--- src/sv/mbrc_pkg.sv ---
package mbrc_pkg;

	typedef logic [15:0] crc_t;
	typedef logic [1:0]  status_t;

	localparam crc_t CRC_INIT = 16'hFFFF;
	localparam crc_t CRC_POLY = 16'hA001;
	localparam int   MIN_LEN  = 7;
	localparam logic [7:0] MIN_COUNT = 8'd2;

	localparam status_t ST_OK        = 2'd0;
	localparam status_t ST_SHORT     = 2'd1;
	localparam status_t ST_CRC_ERR   = 2'd2;
	localparam status_t ST_COUNT_ERR = 2'd3;

endpackage

--- src/sv/mbrc_crc_fold.sv ---
module mbrc_crc_fold import mbrc_pkg::*; (
	input  crc_t       crc_in,
	input  logic [7:0] data,
	output crc_t       crc_out
);

	always_comb begin
		crc_t c;
		c = crc_in ^ {8'h00, data};
		for (int k = 0; k < 8; k++) begin
			if (c[0]) begin
				c = (c >> 1) ^ CRC_POLY;
			end else begin
				c = c >> 1;
			end
		end
		crc_out = c;
	end

endmodule

--- config.mk ---
export PLATFORM = sky130hd
export DESIGN_NAME = mbrc_crc_fold
export DESIGN_NICKNAME = d
export VERILOG_FILES = /design/src/sv/mbrc_pkg.sv /design/src/sv/mbrc_crc_fold.sv
export SDC_FILE = /design/constraint.sdc
export NUM_CORES = 1
export LEC_CHECK = 0
export BUFFER_PORTS_ARGS = -buffer_cell sky130_fd_sc_hd__buf_2
export CORE_AREA = 3 3 40 42
export DETAILED_ROUTE_END_ITERATION = 12
export DIE_AREA = 0 0 43 45
export GPL_TIMING_DRIVEN = 0
export PLACE_DENSITY = 0.65
export SLEW_MARGIN = 0
export SYNTH_ARGS = -nofsm -noshare
export SYNTH_HDL_FRONTEND = slang
export SYNTH_SLANG_ARGS = --single-unit
--- constraint.sdc ---
create_clock -name vclk -period 1.6
set_clock_uncertainty 0.1 [all_clocks]
set_input_delay 0.24 -clock vclk [all_inputs]
set_output_delay 0.24 -clock vclk [all_outputs]
set_load 0.005 [all_outputs]
**Word-level counts from Yosys, hierarchy flattened**

Cells that the tools add are included.

- Bits in registers: 0
- Input port bits: 24
- Output and inout bits: 16
- Word-level logic and storage cells: 17

- Mux-type cells: 8
- Bitwise logic cells: 9

Operator list:

| cell | number |
|---|---|
| $mux W16 | 8 |
| $not A2 Y3 | 8 |
| $xor A16 B8 Y16 | 1 |

**Depth between registers and ports, before layout**

Gate-level depths: netlist of the first run.

- Word-level depth: 17
- Mapped depth: 4
- Depth with buffers taken out: 4

**Least setup slack after synthesis of the first run**

OpenSTA, ideal clock, no wires.

- Path type: input-to-output
- Start: input port data[3]
- End: output port crc_out[0]
- Data arrival time: 1.293 ns
- Required time: 1.260 ns
- Path slack: -0.033 ns
- Cell stages on the path: 4
- Path buffers: 0
- Cell sequence: xor2_1 > xnor2_1 > xnor2_2 > xnor3_1

- Cells in the longest elaborated chain, start to end: 10

Ends and longest elaborated chain:

| element | line | text |
|---|---|---|
| start, declared | mbrc_crc_fold.sv:3 | `input logic [7:0] data,` |
| $xor A16 B8 Y16 * | mbrc_crc_fold.sv:9 | `c = crc_in ^ {8'h00, data};` |
| $mux W16 * (2 in a row) | mbrc_crc_fold.sv:11 | `if (c[0]) begin` |
| $not A2 Y3 (no source line) | - |  |
| $mux W16 * (6 in a row) | mbrc_crc_fold.sv:11 |  |
| end, declared | mbrc_crc_fold.sv:4 | `output crc_t crc_out` |

Every way passes the cells marked *; elsewhere a longest branch is shown, timed or not.

**Worst setup path after layout of the first run**

- Start: input port crc_in[3]
- End: output port crc_out[0]

- Cells in the longest elaborated chain, start to end: 10

Ends and longest elaborated chain:

| element | line | text |
|---|---|---|
| start, declared | mbrc_crc_fold.sv:2 | `input crc_t crc_in,` |
| $xor A16 B8 Y16 * | mbrc_crc_fold.sv:9 |  |
| $mux W16 * (2 in a row) | mbrc_crc_fold.sv:11 |  |
| $not A2 Y3 (no source line) | - |  |
| $mux W16 * (6 in a row) | mbrc_crc_fold.sv:11 |  |

Marked as above.

==> results of run 1 <==
[timing repair]
item / 4_1_cts / 5_1_grt
gates resized for setup: 28 / 13
pin swaps: 12 / 4
setup endpoints to repair: 3 / 3
setup buffers: 10 / 1
[path summary, 6_finish.rpt]
path	end	slack (ps)
max	crc_out[0]	-80
min	crc_out[2]	550
[cell usage after synthesis]
master / instances / share of area
xnor2_2: 3 / 0.17
xnor2_1: 14 / 0.43
xor2_1: 6 / 0.19
buf_4: 5 / 0.13
xnor3_1: 1 / 0.079
[layout by cell type, fill, tap and decap left out, drive strengths merged]
cell type   n
xnor2      17
xor2        6
xnor3       1
buf        51
[cell type report]
class              instances  area [sq um]
repair buffers            46           340
fillers                  115           469
plain buffers              5          37.5
multi-input cells         24           419
well taps                 15          18.8
[metrics by stage]
stage	cells	total power [mW]	setup WS, ps	setup TNS, ps
4_1_cts	89	0.493	-85.2	-166
2_1_floorplan	29	0.226	9.54	0
5_1_grt	90	0.581	-145	-341
3_3_place_gp	79	0.362	-269	-571
6_report	90	0.541	-80.5	-153
3_5_place_dp	79	0.368	-312	-680
[worst max-delay path, stage by stage]
cell and delay (ps):
buf_8 100, xor2_4 180, xnor2_2 190, xnor2_2 150, xnor3_1 340, buf_2 140
[power breakdown]
part | leakage [nW] | internal [mW] | switching [mW] | total [mW]
Clock | 0 | 0 | 0 | 0
Combinational | 0.401 | 0.342 | 0.198 | 0.541
Sequential | 0 | 0 | 0 | 0
Total | 0.401 | 0.342 | 0.198 | 0.541
[per-layer routing]
layer | up-vias | share of wire | GRT usage
met2 | 21 | 0.63 | 0.177
met5 | - | 0 | 0
li1 | 176 | - | -
met4 | 0 | 0 | 0
met3 | 0 | 0.11 | 0
met1 | 156 | 0.26 | 0.0852
[logic make-up (layout without fill, tap and decap cells)]
logic type  count (synthesis)  after routing  share of synthesized area
buf+inv                     5             51                      0.132
xor+xnor                   24             24                      0.868
==> summary.md, run 1 <==
| Metric | Value |
|---|---|
| Status | finished, violations left |
| Violated checks | setup timing |
| Drt total wl | between 800 and 900 um |
| GRT Overall Usage | 0.0785 |
| Antenna cells | 0 |
| Drt pass-1 iters | 2 |
| Hold path cells | 2 |
| Slew of the pin with the lowest slew margin | between 200 and 250 ps |
| Slew HR | 0.856 |
| Pin count of the biggest net entering global routing | 4 |
| Cell Pwr Density | about 660 nW/um^2 |
| Kind of critical path | in2out |
| Num sequential | 0 |
| Setup-failing EPs final | 2 |
| Gate Count Post-Synth | 29 |
| Setup ws final | -80.5 ps |
| Share of layout cells above drive strength 1 | 0.867 |
| Final Core Density | 0.635 |
| Hold_sp | crc_in[10] |
| Net Count, Synth | 53 |
| Initial antenna violation count | 0 |
| Via count | about 350 |
| Rows | 13 |
| Clock buf count | 0 |
| DR WL/cell | roughly 9.4 um |
| Area growth syn-to-layout | 187% |
| Port bufs | 35 |
| Ys Warns | 0 |
| Largest fanout on the critical path | 2 |
| Leakage | roughly 0.40 nW |
| Core Box Area | roughly 1300 sq um |
| Via density | 3.92 |
| Cts hold-fix bufs | 0 |
| Cell area after layout | between 800 and 900 sq um |
| Startpoint types | input port |
| Nets@finish | 101 |
| Seq/Total Area, Yosys | 0 |
| Max Cap Viol | 0 |
| DR iter-0 viols | 1 |
| Reg area | 0 sq um |
| Die area | approximately 1900 sq um |
| Crit. End Element | output port |
| Number of global-route vias before repair | 322 |
| Maximum vdd drop | approximately 360 uV |
| RSZ-0062 raised after global routing | yes |
| Fmax | 595 MHz |
| I/O pins | 40 |
| Period utilisation layout | 1.05 |
| Crit path from | crc_in[3] |
| Antenna Nets Post-Route | 0 |
| Chip Height | 45 um |
| Starting Density | 0.221 |
| Placed Area | ~500 sq um |
| Cell Area, Synth | around 280 sq um |
| Number of remaining DRC errors | 0 |
| Crit path DAT | approximately 1300 ps |
| Die width | 43 um |
| CP Data Required Time | 1260 ps |
| First-pass GRT wire length | 1.24 mm |
| Cell variety after synth | 5 |
| Hold crit path type | in2out |
| Grt ovf | 0 |
| Final Hold Vio Count | 0 |
| Slew Limit Fails | 0 |
| Min Hold Slack | ~550 ps |
| Mean Syn Cell Area | between 9 and 10 sq um |
| Final GP Congestion | 0.600 |
| Post-layout min period | approximately 1700 ps |
No activity file was read; power rests on OpenSTA's default activity.
==> run 2, diff against run 1 <==
--- a/config.mk
+++ b/config.mk
@@ -11,7 +11,8 @@
 export DIE_AREA = 0 0 43 45
 export GPL_TIMING_DRIVEN = 0
 export PLACE_DENSITY = 0.65
-export SLEW_MARGIN = 0
+export SKIP_LAST_GASP = 1
+export SLEW_MARGIN = 30
 export SYNTH_ARGS = -nofsm -noshare
 export SYNTH_HDL_FRONTEND = slang
 export SYNTH_SLANG_ARGS = --single-unit
==> summary.md, run 2 (synthesis gave the netlist of run 1 again) <==
| Metric | Value |
|---|---|
| Status | finished, violations left |
| Violated checks | setup timing |
| Min Hold Slack | 545 ps (+0.00100 ps) |
| CP Data Required Time | 1260 ps (about the same) |
| Fmax | 593 MHz (-0.41%) |
| Top delay family on crit path | XOR/XNOR gates |
| Final setup TNS | -155 ps (-2.29 ps) |
| Period utilisation layout | 1.05 (+0.00434) |
| Crit path DAT | 1350 ps (about the same) |
| DP Worst Slack | -312 ps (unchanged) |
| RSZ-0062 raised after global routing | yes |
| Switching share of power | 0.372 (+0.00581) |
| Register share of total power | 0 (unchanged) |
| Drt pass-1 iters | 1 (-1) |
| Antenna Nets Post-Route | 0 (unchanged) |
| Number of remaining DRC errors | 0 (unchanged) |
| Combinational power share | 1.000 (about the same) |
| Reg area | 0 sq um (unchanged) |
| Most Crowded Layer GR | met2 |
| Setup-failing EPs final | 2 (unchanged) |
| Core Box Area | 1280 sq um (unchanged) |
| CP max-delay cell | xnor3_1 |
| Final GP Congestion | 0.600 (unchanged) |
| Die width | 43 um (unchanged) |
| Max Cap Viol | 0 (unchanged) |
| Grt met3 use | 0 (unchanged) |
| Cell internal pwr | 0.334 mW (-2.5%) |
| Crit-path cells | buf_2 > xnor2_4 > xnor2_2 > xnor2_2 > xnor3_1 > buf_2 |
| Cell Pwr Density | 673 nW/um^2 (+1.5%) |
| Cts hold-fix bufs | 0 (unchanged) |
| Nets@finish | 102 (+0.99%) |
| Sw Pwr | 0.198 mW (about the same) |
| WP buf/inv | 2 (unchanged) |
| FILL cells | 117 (+1.7%) |
| Initial antenna violation count | 0 (unchanged) |
| Drt total wl | 825 um (-2.5%) |
| Final Hold Vio Count | 0 (unchanged) |
| Largest stage delay, worst path | 340 ps (about the same) |
| Port bufs | 35 (unchanged) |
| Grt ovf | 0 (unchanged) |
| Chip Height | 45 um (unchanged) |
| Starting Density | 0.221 (unchanged) |
| Share of layout cells above drive strength 1 | 0.868 (+0.00175) |
| Number of global-route vias before repair | 318 (-1.2%) |
| Pin count of the biggest net entering global routing | 4 (unchanged) |
| GRT Overall Usage | 0.0744 (-0.00418) |
| Area taken by multi-input logic gates | 408 sq um (-2.7%) |
| Inst Count DP | 79 (unchanged) |
| Via count | 351 (-0.57%) |
| I/O pins | 40 (unchanged) |
| Startpoint types | input port |
| DR iter-0 viols | 0 (-1) |
| Global Route met1 Usage | 0.0827 (-0.00243) |
| Hold crit path type | in2out |
| Crit. End Element | output port |
| First-pass GRT wire length | 1.17 mm (-5.0%) |
| Largest fanout on the critical path | 2 (unchanged) |
| Final Instance Count excl. Fillers | 91 (+1.1%) |
| Power share of the clock group | 0 (unchanged) |
| Setup ws final | -87.4 ps (-6.95 ps) |
| Post-layout min period | 1690 ps (+6.95 ps) |
| Slew Limit Fails | 0 (unchanged) |
| Num sequential | 0 (unchanged) |
| Slew HR | 0.852 (-0.00419) |
| Die area | 1940 sq um (unchanged) |
| DR WL/cell | 9.07 um (-3.6%) |
| Antenna cells | 0 (unchanged) |
| Slew of the pin with the lowest slew margin | 222 ps (+6.58 ps) |
| Via density | 3.86 (-1.7%) |
| Kind of critical path | in2out |
| Rows | 13 (unchanged) |
| Leakage | 0.393 nW (-2.1%) |
| Most frequent cells in the layout | buf_2, buf_4, buf_6, xnor2_4, xnor2_1 |
| Area growth syn-to-layout | 178% |
| Final Core Density | 0.615 (-0.0195) |
| Most common cell after layout, fill and taps aside | buf_2 |
| Met2 Use GR | 0.165 (-0.0120) |
| Maximum vdd drop | 342 uV (-5.9%) |
| Clock buf count | 0 (unchanged) |
[run 2: changes by cell type in the layout (fill, tap and decap cells not counted), sizes merged]
cell	before	now
buf	51	52
[run 2: area by class of cell]
class / instances / share of cell area
plain buffers: 5 / 0.0475
well taps: 15 / 0.0237
multi-input cells: 24 / 0.516
repair buffers: 47 / 0.413
[run 2: stage by stage]
| step | power [mW] | cell area (sq um) |
|---|---|---|
| 2_1_floorplan | 0.226 | 307 |
| 3_3_place_gp | 0.362 | 500 |
| 3_5_place_dp | 0.368 | 500 |
| 4_1_cts | 0.489 | 731 |
| 5_1_grt | 0.575 | 791 |
| 6_report | 0.532 | 791 |
[run 2: worst paths after layout]
check                         to  cells after the start        from
worst min-delay path  crc_out[2]                      2  crc_in[10]
worst max-delay path  crc_out[0]                      6   crc_in[0]
[run 2: per-layer routing]
metal | vias to the layer above | part of all wire
met3 | 0 | 0.11
met5 | - | 0
li1 | 174 | -
met1 | 156 | 0.27
met2 | 21 | 0.62
met4 | 0 | 0
[run 2: what timing repair did]
action,4_1_cts,5_1_grt
pin swaps,12,2
setup buffers,10,2
endpoints found under the hold margin,0,0
resized for setup,27,6
setup endpoints to repair,3,3
[run 2: power groups by stage]
stage / logic, mW / clock network [mW] / registers, mW
after floorplan: 0.226 / 0 / 0
after global placement: 0.362 / 0 / 0
after detailed placement: 0.368 / 0 / 0
after CTS: 0.489 / 0 / 0
after global routing: 0.575 / 0 / 0
final: 0.532 / 0 / 0
